==> src/rtl/core/swm_pkg.sv <==
`timescale 1ns / 1ps

package swm_pkg;

    // Fixed field widths of the sample path and result item
    localparam int SAMPLE_BITS = 12;
    localparam int COUNT_BITS  = 5;
    localparam int PHASE_BITS  = 4;
    localparam int OFFSET_BITS = 4;
    localparam int STRIDE_BITS = 5;
    localparam int WLEN_BITS   = 5;
    localparam int CFG_IDX_BITS  = 2;
    localparam int CFG_DATA_BITS = 5;

    // Configuration register indexes
    localparam logic [CFG_IDX_BITS-1:0] CFG_OFFSET = 2'd0;
    localparam logic [CFG_IDX_BITS-1:0] CFG_STRIDE = 2'd1;
    localparam logic [CFG_IDX_BITS-1:0] CFG_WLEN   = 2'd2;

    // Register reset values
    localparam logic [OFFSET_BITS-1:0] RST_OFFSET = 4'd0;
    localparam logic [STRIDE_BITS-1:0] RST_STRIDE = 5'd6;
    localparam logic [WLEN_BITS-1:0]   RST_WLEN   = 5'd5;

    // Largest phase span the phase counter covers
    localparam logic [STRIDE_BITS-1:0] STRIDE_MAX = 5'd16;

    typedef struct packed {
        logic [SAMPLE_BITS-1:0] sample;
        logic                   frame_last;
    } t_in_item;

    typedef struct packed {
        logic [SAMPLE_BITS-1:0] median;
        logic [COUNT_BITS-1:0]  used_count;
        logic                   short_frame;
    } t_out_item;

    // Controller to datapath commands
    typedef struct packed {
        logic take;    // an input item is accepted this cycle
        logic shift;   // move the sorted row down one place
        logic emit;    // load the result register
    } t_dp_cmd;

    // Datapath to controller status
    typedef struct packed {
        logic shift_done;
    } t_dp_sts;

    typedef enum logic {
        ST_COLLECT,
        ST_MEDIAN
    } t_state;

endpackage

==> src/rtl/core/strided_window_median_top.sv <==
`timescale 1ns / 1ps
// Non-final samples: one item per cycle.
// Frame end: after the item marked frame_last is accepted (n = kept samples), the sorted
// row shifts down one place per cycle, floor((n-1)/2) places in all, to bring the middle
// entries to its head; the result register is loaded once the previous result is taken.
// Input is stalled from frame end until the result register is loaded.
// Reset (synchronous, active low) restores the registers and clears phase and count.

module strided_window_median_top #(
    parameter int MAX_WINDOW = 16
) (
    input  logic                              i_clk,
    input  logic                              i_rst_n,
    input  logic                              i_in_valid,
    output logic                              o_in_stall,
    input  swm_pkg::t_in_item                 i_in_item,
    output logic                              o_out_valid,
    input  logic                              i_out_stall,
    output swm_pkg::t_out_item                o_out_item,
    input  logic                              i_cfg_valid,
    output logic                              o_cfg_ready,
    input  logic [swm_pkg::CFG_IDX_BITS-1:0]  i_cfg_index,
    input  logic [swm_pkg::CFG_DATA_BITS-1:0] i_cfg_data
);

    swm_pkg::t_dp_cmd cmd;
    swm_pkg::t_dp_sts sts;
    logic             cfg_we;

    // Register writes are always taken
    assign o_cfg_ready = 1'b1;
    assign cfg_we      = i_cfg_valid && o_cfg_ready;

    swm_ctrl u_ctrl (
        .i_clk       (i_clk),
        .i_rst_n     (i_rst_n),
        .i_in_valid  (i_in_valid),
        .i_in_last   (i_in_item.frame_last),
        .i_out_stall (i_out_stall),
        .i_sts       (sts),
        .o_in_stall  (o_in_stall),
        .o_out_valid (o_out_valid),
        .o_cmd       (cmd)
    );

    swm_dp #(
        .MAX_WINDOW (MAX_WINDOW)
    ) u_dp (
        .i_clk       (i_clk),
        .i_rst_n     (i_rst_n),
        .i_cfg_we    (cfg_we),
        .i_cfg_index (i_cfg_index),
        .i_cfg_data  (i_cfg_data),
        .i_item      (i_in_item),
        .i_cmd       (cmd),
        .o_sts       (sts),
        .o_item      (o_out_item)
    );

endmodule

==> src/rtl/core/swm_ctrl.sv <==
`timescale 1ns / 1ps

module swm_ctrl (
    input  logic             i_clk,
    input  logic             i_rst_n,
    input  logic             i_in_valid,
    input  logic             i_in_last,
    input  logic             i_out_stall,
    input  swm_pkg::t_dp_sts i_sts,
    output logic             o_in_stall,
    output logic             o_out_valid,
    output swm_pkg::t_dp_cmd o_cmd
);

    swm_pkg::t_state r_state;
    swm_pkg::t_state n_state;
    logic            r_out_valid;
    logic            n_out_valid;
    logic            out_free;
    logic            take;

    assign out_free   = !r_out_valid || !i_out_stall;
    assign o_in_stall = (r_state != swm_pkg::ST_COLLECT);
    assign take       = i_in_valid && !o_in_stall;
    assign o_out_valid = r_out_valid;

    // State and result-valid registers
    always_ff @(posedge i_clk) begin
        if (!i_rst_n) begin
            r_state     <= swm_pkg::ST_COLLECT;
            r_out_valid <= 1'b0;
        end else begin
            r_state     <= n_state;
            r_out_valid <= n_out_valid;
        end
    end

    // Next state and datapath commands
    always_comb begin
        n_state     = r_state;
        n_out_valid = r_out_valid;
        o_cmd       = '0;
        if (r_out_valid && !i_out_stall) begin
            n_out_valid = 1'b0;
        end
        unique case (r_state)
            swm_pkg::ST_COLLECT: begin
                o_cmd.take = take;
                if (take && i_in_last) begin
                    n_state = swm_pkg::ST_MEDIAN;
                end
            end
            swm_pkg::ST_MEDIAN: begin
                if (!i_sts.shift_done) begin
                    o_cmd.shift = 1'b1;
                end else if (out_free) begin
                    o_cmd.emit  = 1'b1;
                    n_out_valid = 1'b1;
                    n_state     = swm_pkg::ST_COLLECT;
                end
            end
            default: begin
                n_state = swm_pkg::ST_COLLECT;
            end
        endcase
    end

endmodule

==> src/rtl/core/swm_dp.sv <==
`timescale 1ns / 1ps

module swm_dp #(
    parameter int MAX_WINDOW = 16
) (
    input  logic                                i_clk,
    input  logic                                i_rst_n,
    input  logic                                i_cfg_we,
    input  logic [swm_pkg::CFG_IDX_BITS-1:0]    i_cfg_index,
    input  logic [swm_pkg::CFG_DATA_BITS-1:0]   i_cfg_data,
    input  swm_pkg::t_in_item                   i_item,
    input  swm_pkg::t_dp_cmd                    i_cmd,
    output swm_pkg::t_dp_sts                    o_sts,
    output swm_pkg::t_out_item                  o_item
);

    // Kept count never exceeds what the window length register can hold
    localparam int WIN_CAP_INT = (MAX_WINDOW > 31) ? 31 : MAX_WINDOW;
    localparam logic [swm_pkg::WLEN_BITS-1:0] WIN_CAP = swm_pkg::WLEN_BITS'(WIN_CAP_INT);
    localparam int IDX1 = (MAX_WINDOW > 1) ? 1 : 0;
    localparam int SHIFT_BITS = swm_pkg::COUNT_BITS - 1;

    logic [swm_pkg::OFFSET_BITS-1:0] r_offset;
    logic [swm_pkg::STRIDE_BITS-1:0] r_stride;
    logic [swm_pkg::WLEN_BITS-1:0]   r_wlen;

    logic [swm_pkg::SAMPLE_BITS-1:0] r_cell [MAX_WINDOW];
    logic [swm_pkg::SAMPLE_BITS-1:0] n_cell [MAX_WINDOW];
    logic [swm_pkg::COUNT_BITS-1:0]  r_kept;
    logic [swm_pkg::COUNT_BITS-1:0]  n_kept;
    logic [swm_pkg::PHASE_BITS-1:0]  r_phase;
    logic [swm_pkg::PHASE_BITS-1:0]  n_phase;
    logic [SHIFT_BITS-1:0]           r_shift_cnt;
    logic [swm_pkg::COUNT_BITS-1:0]  r_n;
    logic                            r_short;
    swm_pkg::t_out_item              r_out;

    logic [swm_pkg::STRIDE_BITS-1:0] eff_stride;
    logic [swm_pkg::WLEN_BITS-1:0]   eff_win;
    logic                            keep;
    logic [swm_pkg::COUNT_BITS-1:0]  n_minus1;
    logic [swm_pkg::SAMPLE_BITS:0]   pair_sum;
    logic [swm_pkg::SAMPLE_BITS-1:0] median;

    // Configuration registers
    always_ff @(posedge i_clk) begin
        if (!i_rst_n) begin
            r_offset <= swm_pkg::RST_OFFSET;
            r_stride <= swm_pkg::RST_STRIDE;
            r_wlen   <= swm_pkg::RST_WLEN;
        end else if (i_cfg_we) begin
            unique case (i_cfg_index)
                swm_pkg::CFG_OFFSET: r_offset <= i_cfg_data[swm_pkg::OFFSET_BITS-1:0];
                swm_pkg::CFG_STRIDE: r_stride <= i_cfg_data;
                swm_pkg::CFG_WLEN:   r_wlen   <= i_cfg_data;
                default: ;
            endcase
        end
    end

    // Clamp stride and window length to their usable ranges
    always_comb begin
        if (r_stride == '0) begin
            eff_stride = swm_pkg::STRIDE_BITS'(1);
        end else if (r_stride > swm_pkg::STRIDE_MAX) begin
            eff_stride = swm_pkg::STRIDE_MAX;
        end else begin
            eff_stride = r_stride;
        end
        if (r_wlen == '0) begin
            eff_win = swm_pkg::WLEN_BITS'(1);
        end else if (r_wlen > WIN_CAP) begin
            eff_win = WIN_CAP;
        end else begin
            eff_win = r_wlen;
        end
    end

    assign keep = (r_phase == r_offset) && (r_kept < eff_win);

    // Advance the scan phase, wrapping at the stride
    always_comb begin
        if ({1'b0, r_phase} + swm_pkg::STRIDE_BITS'(1) >= eff_stride) begin
            n_phase = '0;
        end else begin
            n_phase = r_phase + swm_pkg::PHASE_BITS'(1);
        end
    end

    // Sorted insertion, larger cells moving up; on shift, the row moves down one place
    always_comb begin
        for (int i = 0; i < MAX_WINDOW; i++) begin
            n_cell[i] = r_cell[i];
            if (i_cmd.take && keep) begin
                if ((int'(r_kept) == i) ||
                    ((int'(r_kept) > i) && (r_cell[i] > i_item.sample))) begin
                    if (i == 0) begin
                        n_cell[i] = i_item.sample;
                    end else if (r_cell[(i == 0) ? 0 : i-1] > i_item.sample) begin
                        n_cell[i] = r_cell[(i == 0) ? 0 : i-1];
                    end else begin
                        n_cell[i] = i_item.sample;
                    end
                end
            end else if (i_cmd.shift) begin
                if (i < MAX_WINDOW - 1) begin
                    n_cell[i] = r_cell[(i < MAX_WINDOW - 1) ? i+1 : i];
                end
            end
        end
    end

    assign n_kept   = (keep) ? r_kept + swm_pkg::COUNT_BITS'(1) : r_kept;
    assign n_minus1 = n_kept - swm_pkg::COUNT_BITS'(1);

    // Sorted row, counters and frame-end snapshot
    always_ff @(posedge i_clk) begin
        for (int i = 0; i < MAX_WINDOW; i++) begin
            r_cell[i] <= n_cell[i];
        end
        if (!i_rst_n) begin
            r_kept      <= '0;
            r_phase     <= '0;
            r_shift_cnt <= '0;
        end else if (i_cmd.take) begin
            if (i_item.frame_last) begin
                r_kept      <= '0;
                r_phase     <= '0;
                r_shift_cnt <= (n_kept == '0) ? '0 : n_minus1[swm_pkg::COUNT_BITS-1:1];
            end else begin
                r_kept  <= n_kept;
                r_phase <= n_phase;
            end
        end else if (i_cmd.shift) begin
            r_shift_cnt <= r_shift_cnt - SHIFT_BITS'(1);
        end
    end

    // Hold count and short flag of the finished frame
    always_ff @(posedge i_clk) begin
        if (i_cmd.take && i_item.frame_last) begin
            r_n     <= n_kept;
            r_short <= (n_kept < eff_win);
        end
    end

    assign o_sts.shift_done = (r_shift_cnt == '0);

    // Pick the middle value, the floor mean of the middle pair, or zero for an empty frame
    assign pair_sum = {1'b0, r_cell[0]} + {1'b0, r_cell[IDX1]};
    always_comb begin
        if (r_n == '0) begin
            median = '0;
        end else if (r_n[0]) begin
            median = r_cell[0];
        end else begin
            median = pair_sum[swm_pkg::SAMPLE_BITS:1];
        end
    end

    // Result register
    always_ff @(posedge i_clk) begin
        if (i_cmd.emit) begin
            r_out.median      <= median;
            r_out.used_count  <= r_n;
            r_out.short_frame <= r_short;
        end
    end

    assign o_item = r_out;

endmodule

==> config.mk <==
export PLATFORM = sky130hd
export DESIGN_NAME = strided_window_median_top
export DESIGN_NICKNAME = d
export VERILOG_FILES = /design/src/rtl/core/swm_pkg.sv /design/src/rtl/core/strided_window_median_top.sv /design/src/rtl/core/swm_ctrl.sv /design/src/rtl/core/swm_dp.sv
export SDC_FILE = /design/constraint.sdc
export NUM_CORES = 1
export LEC_CHECK = 0
export ABC_AREA = 1
export ABC_CLOCK_PERIOD_IN_PS = 5050
export BUFFER_PORTS_ARGS = -buffer_cell sky130_fd_sc_hd__buf_2
export CORE_ASPECT_RATIO = 1.25
export CORE_MARGIN = 2
export CORE_UTILIZATION = 50
export DETAILED_ROUTE_END_ITERATION = 7
export GPL_TIMING_DRIVEN = 0
export PLACE_DENSITY = 0.7
export SYNTH_ARGS = -nofsm -noshare
export SYNTH_HDL_FRONTEND = slang
export SYNTH_SLANG_ARGS = --single-unit
export TNS_END_PERCENT = 5
==> constraint.sdc <==
create_clock -name i_clk -period 5.05 [get_ports i_clk]
set_clock_uncertainty 0.15 [all_clocks]
set_input_delay 1.01 -clock i_clk [delete_from_list [all_inputs] [get_ports i_clk]]
set_output_delay 1.01 -clock i_clk [all_outputs]
set_load 0.01 [all_outputs]
# Yosys cells after proc, flatten, opt, wreduce, memory -nomap -nowiden
# Memories as Yosys holds them, arrays and structs flattened.
# Index checks and enable logic that the tools add are counted.
word_totals:
  wordCells: 219
  memories: 1
  regBits: 53
  out_inout_bits: 21
  ram_bits: 192
classes:
  n_reduce_logical: 54
  n_bitwise: 1
  eq_ne: 19
  n_addsub: 6
  order_cmp: 37
  n_mux: 88
mem_list:
  columns: ["name", "words", "width", "read_ports", "rd_ports_with_merged_regs", "wr", "line_no", "text"]
  rows:
  - ["u_dp.r_cell", 16, 12, 16, 0, 16, "swm_dp.sv:27", "logic [swm_pkg::SAMPLE_BITS-1:0] r_cell [MAX_WINDOW];"]
op_table:
  columns: ["operator", "count"]
  rows:
  - ["$mux W12", 63]
  - ["$gt A12 B12 Y1", 16]
  - ["$eq A5 B5 Y1 const B", 8]
  - ["$gt A5 B4 Y1 const B", 8]
  - ["$mux W5", 6]
  - ["$logic_not A5 Y1", 5]
  - ["$mux W4", 6]
  - ["$logic_and A1 B1 Y1", 22]
  - ["$eq A5 B4 Y1 const B", 4]
  - ["$gt A5 B3 Y1 const B", 4]
  - ["$logic_or A1 B1 Y1", 17]
  - ["$add A12 B12 Y13", 1]
  - ["$mux W1", 11]
  - ["$eq A5 B3 Y1 const B", 2]
  - ["$gt A5 B1 Y1 const B", 2]
  - ["$gt A5 B2 Y1 const B", 2]
  - ["$gt A5 B5 Y1 const B", 2]
  - ["$lt A5 B5 Y1", 2]
  - ["$reduce_and A2 Y1", 4]
  - ["$add A4 B1 Y5 const B", 1]
  - ["$add A5 B1 Y5 const B", 1]
  - ["$eq A5 B2 Y1 const B", 1]
  - ["$ge A5 B5 Y1", 1]
  - ["$sub A5 B1 Y5 const B", 1]
  - ["other kinds (13)", 15]

# Logic depth before layout (Yosys ltp)
# Gate-level depths: netlist (run 1).
depth:
  depth_word: 10
  mapped_depth: 18
  depth_no_buf: 18

# By module
# Synthesis (run 1) repeated with hierarchy kept, for this count alone.
unflattened:
  hier_cells: 2089
  hier_area_um2: 17362.9
by_module_without_submodules:
  columns: ["mod", "area_per_inst_um2", "n_inst", "cells_each"]
  rows:
  - ["swm_dp", 17250.3, 1, 2072]
  - ["swm_ctrl", 101.3, 1, 15]
  - ["strided_window_median_top", 11.3, 1, 2]

# Least setup slack after synthesis (run 1)
# No wires, ideal clock.
synth_path:
  kind: "input-to-reg"
  start: "in i_in_item[4] (netlist name)"
  end: "mem u_dp.r_cell[0][0] (netlist name) (enable)"
  setup_time_ns: 0.398
  n_path_buf: 1
  cell_stages: 9
  t_arrival_ns: 3.397
  path_slack_ns: 1.106
  cell_sequence: "inv_1 > clkbuf_1 > ha_1 > inv_1 > o31ai_1 > nand3_1 > nand3_1 > a22oi_1 > o21ai_0"
synth_rtl:
  columns: ["item", "line_no", "text"]
  rows:
  - ["start, declared", "strided_window_median_top.sv:16", "input swm_pkg::t_in_item i_in_item,"]
  - ["end, declared", "swm_dp.sv:27", null]

==> impl_results.md, run 1 <==
* Initial DRT Pass Iterations at 5
* Reg-to-reg endpoint: u_dp.r_cell[7][15]$_DFFE_PP_
* Post-layout min period at 4520 ps
* CTS tree: yes
* Crit end category: register
* CTS hold repair buffers at 0
* Final setup viols at 0
* Most frequent CP cell: nand2_1
* Synth cell types at 50
* Largest net degree at the start of global routing at 26
* Crit path launch type: input port
* Worst slew pin tran at 1340 ps
* Top cells by area, synth: edfxtp_1 37%, ha_1 16%, nand2_1 11%, a21oi_1 8.9%, o21ai_0 5.4%
* Initial Util at 0.506
* Critical path depth in cells at 12
* CTS root buf: clkbuf_16
* Power Internal at 4.04 mW
* Post-synth EDFFs at 216
* Outcome: finished clean
* Crit path max-delay cell type: clkbuf_2
* Global Route Usage Sum at 0.296
* Setup slack, reg-to-reg at 900 ps
* First-pass GRT wire length at 82900 um
* Filler cells at 3159
* H-tree Lvls at 1
* Synth area leader: edfxtp_1
* RSZ-0062 raised after global routing: no
* R2R depth at 14
* Primary FF master, synth: edfxtp_1
* FMAX at ~0.22 GHz
* Slew margin rel. at 0.108
* Antenna-violating nets left at 0
* Reg-to-Reg Start: u_dp.r_wlen[2]$_SDFFE_PN1P_
* Final net count at 2419
* Switching share of power at 0.340
* Critical path startpoint: i_in_item[8]
* Vias at 15978
* Clock power frac at 0.322
* Syn_nets at 2346
* Crit path cell chain: buf_2 -> inv_1 -> clkbuf_2 -> ha_1 -> nand2_1 -> nor3_1 -> nand3_1 -> o31ai_2 -> buf_2 -> o22ai_1 -> nand2_1 -> nand2_1
* CP top delay family: buffers and inverters
* Final Cycle Share at 0.896
* Gr ovfl total at 0
* Area of the die at 0.0363 mm^2
* Clock Pin Slew Worst Setup and Hold Paths at 60 ps
* Final Wtd Congestion at 0.974
* Hold WS at slightly below 300 ps
* Vias per cell at 6.01
* Data required, critical path at 5070 ps
* Final Max Tran Viols at 0
* DR WL/cell at 20.1 um
* Num rows at 76
* Fraction of layout cells with a size suffix above 1 at 0.0579
* Synthesized instance count at 2098
* Cell Area, Synth at between 0.015 and 0.02 mm^2
* Fin. Hold Viols at 0
* Asr flop ratio synth at 0
* Max FO, Critical Path at 25
* Syn avg cell area at about 8.3 um^2
* Die height at 212 um
* Setup CP Type: in -> reg
* Max cap viols at 0
* Synth cell count leaders: 510 x nand2_1, 308 x a21oi_1, 222 x ha_1
* Slowest cell delay on critical path at 610 ps
* 1st-iter DRT viols at approximately 1600
* CP Capture Point: u_dp.r_cell[4][7]$_DFFE_PP_
* Post-synthesis sequential area ratio at 0.407
* Sequential share of power at 0.417
* Comb pwr share at 0.261
* Power per cell area at 321 mW/mm^2
* Count leader, synth: nand2_1
* Initial antenna violation count at 0
* Seq cells post-synth at 245
* Postcts setup bufs at 0
* PortBufs at between 40 and 50
* Switching power total at 2.08 mW
* Leak at 8.45 nW
* Cts bufs inserted at 27
* VDD IR max at 0.000248 V
* Total negative setup slack at 0 ps
* HPWL after DPL at 38900 um
* Hold crit path type: reg -> reg
* Worst Path Arrival at 4550 ps
* DRC viols at 0
* Clk buf depth at 3
* I/O pin count at 46
* Area growth from synthesis to layout at 9.68%
* Number of global-route vias before repair at about 16000
* Final WL at between 50000 and 60000 um
* Clock Latency Late Sink at 570 ps
* Die X at 171 um
* # resized after CTS at 0
* Core Region at 0.0343 mm^2
* Post-synth top area share at 0.373
* Diode count at 0
* Clk sinks at 245
* Warnings from Yosys at 0
* Worst Path Buf+Inv at 4
## worst register-to-register path, stage by stage, from the launching register on
cell and delay, ps:
dfxtp_1 330, nor2_1 100, nand2_1 70, nand2_1 100
nand2_1 100, ha_1 280, nand2_1 80, nor2_1 60
nor2_2 290, nand3_4 220, nor2_8 260, inv_2 120
buf_2 230, clkbuf_1 290, a21oi_1 1090
## power by group through the flow
stage	Clock [mW]	Combinational, mW	Sequential (mW)
6_report	1.97	1.60	2.55
5_1_grt	2.05	1.79	2.56
4_1_cts	1.98	1.56	2.55
3_5_place_dp	0	1.55	2.59
3_3_place_gp	0	1.49	2.59
2_1_floorplan	0	1.11	2.54
## registers in the layout (all words and copies together), names as in the netlist, 5 cells and up
register	cells
u_dp.r_n	5
u_dp.r_cell	192
u_dp.r_wlen	5
u_dp.r_kept	5
u_dp.o_item	18
u_dp.r_stride	5
## cells in the final DEF (no fill, tap or decap), types with 4 or more instances in the layout
cell       netlist  final
o21ai_1         56     57
nand3_1         55     55
clkbuf_1        71     63
clkbuf_16        0     27
o22ai_1          9      9
o21ai_0        189    188
nand4_1         36     36
o211ai_1         8      8
xor2_1           9      9
nand2_1        510    510
ha_1           222    222
buf_2            8     51
o31ai_1         13     13
o21bai_1         6      6
nor3_1          21     21
clkinv_1         0      6
buf_1            4      4
a211oi_1        13     13
a21oi_1        308    308
edfxtp_1       216    216
nor2_1          88     87
inv_1          169    169
buf_6           11     11
dfxtp_1         29     29
clkbuf_2         0     11
xnor2_1          5      5
o21a_1           7      7
clkinv_2         0      4
## cell type report
| type | count | area (um^2) | share of cell area |
|---|---|---|---|
| Buffer | 95 | 467 | 0.0245 |
| Clock inverter | 19 | 156 | 0.00821 |
| Sequential cell | 245 | 7070 | 0.371 |
| Clock buffer | 31 | 701 | 0.0368 |
| Timing Repair Buffer | 44 | 223 | 0.0117 |
| Multi-Input combinational cell | 1588 | 9220 | 0.484 |
| Tap cell | 468 | 586 | 0.0307 |
| Inverter | 170 | 638 | 0.0335 |
## metal layers
metal | global-route usage | wire length (um) | vias up
met2 | 0.508 | 25700 | 762
li1 | - | - | 7552
met4 | 0.148 | 2590 | 0
met1 | 0.355 | 20500 | 7513
met5 | 0 | 0 | -
met3 | 0.0529 | 4600 | 151
## worst min path at each step
stage                           start                       end  slack, ps  cells after the start
2_1_floorplan  u_dp.r_short$_DFFE_PP_  u_dp.o_item[0]$_DFFE_PP_        250                      0
3_3_place_gp   u_dp.r_short$_DFFE_PP_  u_dp.o_item[0]$_DFFE_PP_        270                      0
3_5_place_dp   u_dp.r_short$_DFFE_PP_  u_dp.o_item[0]$_DFFE_PP_        280                      0
4_1_cts        u_dp.r_short$_DFFE_PP_  u_dp.o_item[0]$_DFFE_PP_        290                      0
5_1_grt        u_dp.r_short$_DFFE_PP_  u_dp.o_item[0]$_DFFE_PP_        310                      0
6_report       u_dp.r_short$_DFFE_PP_  u_dp.o_item[0]$_DFFE_PP_        300                      0
## cells by family (layout without fill, tap and decap cells)
logic type | count (synthesis) | after routing | synth area share
and+or+nand+nor | 722 | 722 | 0.170
AOI/OAI and AO/OA | 628 | 628 | 0.192
buffers and inverters | 265 | 359 | 0.0628
DFF | 245 | 245 | 0.407
adders and majority gates | 223 | 223 | 0.161
xor gates and xnor gates | 14 | 14 | 0.00706
other | 1 | 1 | 0.000216
## metrics by stage
| step | power (mW) | util | setup WS [ps] | instance area (um^2) | cells |
|---|---|---|---|---|---|
| 6_report | 6.12 | 0.555 | 525 | 19100 | 2660 |
| 5_1_grt | 6.41 | 0.555 | 275 | 19100 | 2660 |
| 4_1_cts | 6.09 | 0.555 | 672 | 19100 | 2660 |
| 3_5_place_dp | 4.15 | 0.530 | 104 | 18200 | 2610 |
| 3_3_place_gp | 4.08 | 0.530 | -532 | 18200 | 2609 |
| 2_1_floorplan | 3.65 | - | 1110 | 17400 | 2098 |
Note: power is estimated with default switching activity, not from simulation.
==> run 2: changes to the inputs <==
--- a/config.mk
+++ b/config.mk
@@ -16,5 +16,6 @@
 export PLACE_DENSITY = 0.7
 export SYNTH_ARGS = -nofsm -noshare
 export SYNTH_HDL_FRONTEND = slang
+export SYNTH_HIERARCHICAL = 1
 export SYNTH_SLANG_ARGS = --single-unit
 export TNS_END_PERCENT = 5
==> run 2 against run 1 <==
Compared with the run above: sequential cell count stayed put; setup slack worse by 490 ps; wire length up 4.0%; sequential share of layout area hardly changed; sequential power hardly changed; worst hold slack worse by 13 ps; clock power about the same; synthesized area hardly changed; critical path depth stayed put; fmax down 9.8%; largest cell class unchanged.
==> impl_results.md, run 2 <==
* Outcome: finished clean
* Diode count at 0 (unchanged)
* Number of global-route vias before repair at 15544 (-0.54%)
* CTS root buf: clkbuf_16
* Area of the die at 0.0362 mm^2 (about the same)
* Final setup viols at 0 (unchanged)
* Initial DRT Pass Iterations at 6 (+1)
* Top cells by area, synth: edfxtp_1 37%, ha_1 16%, nand2_1 11%, o21ai_0 6.8%, a21oi_1 6.7%
* Synth cell types at 48 (-4.0%)
* Power Internal at 4.07 mW (+0.76%)
* 1st-iter DRT viols at 1812 (+14%)
* Largest net degree at the start of global routing at 26 (unchanged)
* Syn_nets at 2338 (-0.34%)
* Clk buf depth at 3 (unchanged)
* Initial Util at 0.506 (about the same)
* Cell Area, Synth at 0.0174 mm^2 (about the same)
* Register bank with the most flops: u_dp/r_cell
* Largest register FFs at 192 (unchanged)
* VDD IR max at 0.000256 V (+3.6%)
* Clock power frac at 0.328 (+0.006)
* H-tree Lvls at 1 (unchanged)
* Most frequent cells in the layout: 512 x nand2_1, 235 x o21ai_0, 231 x a21oi_1
* Global Route Usage Sum at 0.305 (+0.00965)
* Commonest non-fill, non-tap cell in the layout: nand2_1
* RSZ-0062 raised after global routing: no
* Post-layout min period at 5020 ps (+494 ps)
* Slew margin rel. at 0.148 (+0.0405)
* Hold crit path type: reg -> reg
* Clk sinks at 245 (unchanged)
* First-pass GRT wire length at 85000 um (+2.5%)
* Setup CP Type: in -> reg
* Synth area leader: edfxtp_1
* Final Cycle Share at 0.994 (+0.0978)
* Leak at 8.20 nW (-3.0%)
* Synthesized instance count at 2089 (-0.43%)
* Fin. Hold Viols at 0 (unchanged)
* Power per cell area at 319 mW/mm^2 (-0.58%)
* Die X at 171 um (about the same)
* DR WL/cell at 21.0 um (+4.5%)
* Count leader, synth: nand2_1
* Switching share of power at 0.332 (-0.00840)
* Final WL at 55500 um (+4.0%)
* Seq cells post-synth at 245 (unchanged)
* Final Wtd Congestion at 0.954 (-2.1%)
* Post-synthesis sequential area ratio at 0.407 (about the same)
* Final net count at 2407 (-0.50%)
* Gr ovfl total at 0 (unchanged)
* I/O pin count at 46 (unchanged)
* Final Max Tran Viols at 0 (unchanged)
* Initial antenna violation count at 0 (unchanged)
* Warnings from Yosys at 6 (+6)
* Worst slew pin tran at 1280 ps (-60.8 ps)
* CTS tree: yes
* Post-synth EDFFs at 216 (unchanged)
* Area of placed instances at 0.0181 mm^2 (-0.28%)
* Overall Power at 6.09 mW (-0.50%)
* Total negative setup slack at 0 ps (unchanged)
* Post-synth top area share at 0.374 (about the same)
* Cts bufs inserted at 28 (+3.7%)
* Final instance area at 0.0191 mm^2 (about the same)
* Antenna-violating nets left at 0 (unchanged)
* PortBufs at 38 (-12%)
* Comb pwr share at 0.258 (-0.003)
* FMAX at 0.199 GHz (-9.8%)
* Fraction of layout cells with a size suffix above 1 at 0.0597 (+0.00172)
* DRC viols at 0 (unchanged)
* HPWL after DPL at 40200 um (+3.3%)
* Sequential share of power at 0.414 (-0.003)
* Area growth from synthesis to layout at 9.85%
* Hold WS at 282 ps (-12.8 ps)
* Vias at 16162 (+1.2%)
* Switching power total at 2.02 mW (-3.0%)
* Postcts setup bufs at 0 (unchanged)
* Dpl cells at 2596 (-0.54%)
* Syn avg cell area at 8.31 um^2 (+0.35%)
* Max FO, Critical Path at 23 (-8.0%)
* Synth cell count leaders: 512 x nand2_1, 236 x o21ai_0, 231 x a21oi_1
* Asr flop ratio synth at 0 (unchanged)
* Reg area at 0.00707 mm^2 (unchanged)
* Primary FF master, synth: edfxtp_1
* Worst Path Arrival at 5060 ps (+510 ps)
* Num rows at 76 (unchanged)
* CTS hold repair buffers at 0 (unchanged)
* Filler cells at 3106 (-1.7%)
* Clock Latency Late Sink at 560 ps (about the same)
* Crit path launch type: input port
* Data required, critical path at 5090 ps (+20 ps)
* Multi-input gate area at 0.00928 mm^2 (+0.68%)
* Vias per cell at 6.11 (+1.6%)
* Final Non-Filler Cells at 2647 (-0.49%)
* Core Region at 0.0343 mm^2 (unchanged)
* Die height at 212 um (about the same)
* Crit end category: register
* Clock Pin Slew Worst Setup and Hold Paths at 60 ps (about the same)
* Max cap viols at 0 (unchanged)
## run 2: cell types whose count changed after synthesis, moves of 8 or more
cell,delta
a21oi_1,-77
buf_2,+23
buf_6,-10
clkbuf_1,-8
inv_1,-17
nand3b_1,+8
nor2_1,-10
o211ai_1,+15
o21ai_0,+47
o21ai_1,+13
o22ai_1,+10
## run 2: power groups by stage
stage	Clock, mW	Combinational (mW)	Sequential (mW)
2_1_floorplan	0	1.08	2.51
3_3_place_gp	0	1.45	2.56
3_5_place_dp	0	1.52	2.56
4_1_cts	2.01	1.53	2.52
5_1_grt	2.09	1.75	2.53
6_report	1.99	1.57	2.52
## run 2: cell type report
class | instances | share of cell area
Multi-Input combinational cell | 1587 | 0.487
Sequential cell | 245 | 0.371
Clock buffer | 39 | 0.0422
Inverter | 161 | 0.0327
Tap cell | 468 | 0.0307
Buffer | 96 | 0.0222
Timing Repair Buffer | 39 | 0.0104
Clock inverter | 12 | 0.00453
## run 2: what timing repair did
item	in CTS	in global routing
pin swaps	0	0
endpoints found under the setup margin	349	158
gates resized for setup	8	7
hold endpoints to repair	0	0
## run 2: final timing paths
check | start | end | slack (ps) | depth (start not counted)
max | i_in_item[6] | u_dp/r_cell[0][78]$_DFFE_PP_ | 30 | 12
min | u_dp/r_short$_DFFE_PP_ | u_dp/o_item[0]$_DFFE_PP_ | 280 | 0
max reg2reg | u_dp/r_wlen[3]$_SDFFE_PN0P_ | u_dp/r_cell[1][90]$_DFFE_PP_ | 1360 | 14
min reg2reg | u_dp/r_short$_DFFE_PP_ | u_dp/o_item[0]$_DFFE_PP_ | 280 | 0
## run 2: metrics by stage
stage / utilization / setup slack [ps]
CTS: 0.555 / 6.15
detailed placement: 0.529 / -1400
finish: 0.556 / 31.3
global route: 0.556 / 24.3
global placement: 0.528 / -2070
floorplan: - / 385
## run 2: logic make-up (layout without fill, tap and decap cells)
group                    count (synthesis)  in the layout  share of synthesized area
flip-flops                             245            245                      0.407
adder cells (fa/ha/maj)                224            224                      0.162
other                                    1              1                   0.000216
AND/OR/NAND/NOR                        714            714                      0.169
buffers and inverters                  257            347                     0.0584
XOR/XNOR                                14             14                    0.00706
AO/OA/AOI/OAI                          634            634                      0.196
## run 2: layer usage
layer	GRT usage	vias up	share of wire	wire length (um)
met4	0.147	0	0.044	2460
li1	-	7532	-	-
met5	0	-	0	0
met1	0.380	7594	0.39	21600
met2	0.523	858	0.49	27000
met3	0.0397	178	0.081	4500
## run 2: worst max-delay path, cell delays in order
cell and delay (ps):
clkdlybuf4s15_1 990, clkinv_4 610, ha_1 510, nand2_1 50, nor3_1 390, nand2_1 110, o211ai_1 240, nand2_1 170
clkbuf_1 270, o22ai_1 170, nand2_1 70, nand2_1 410
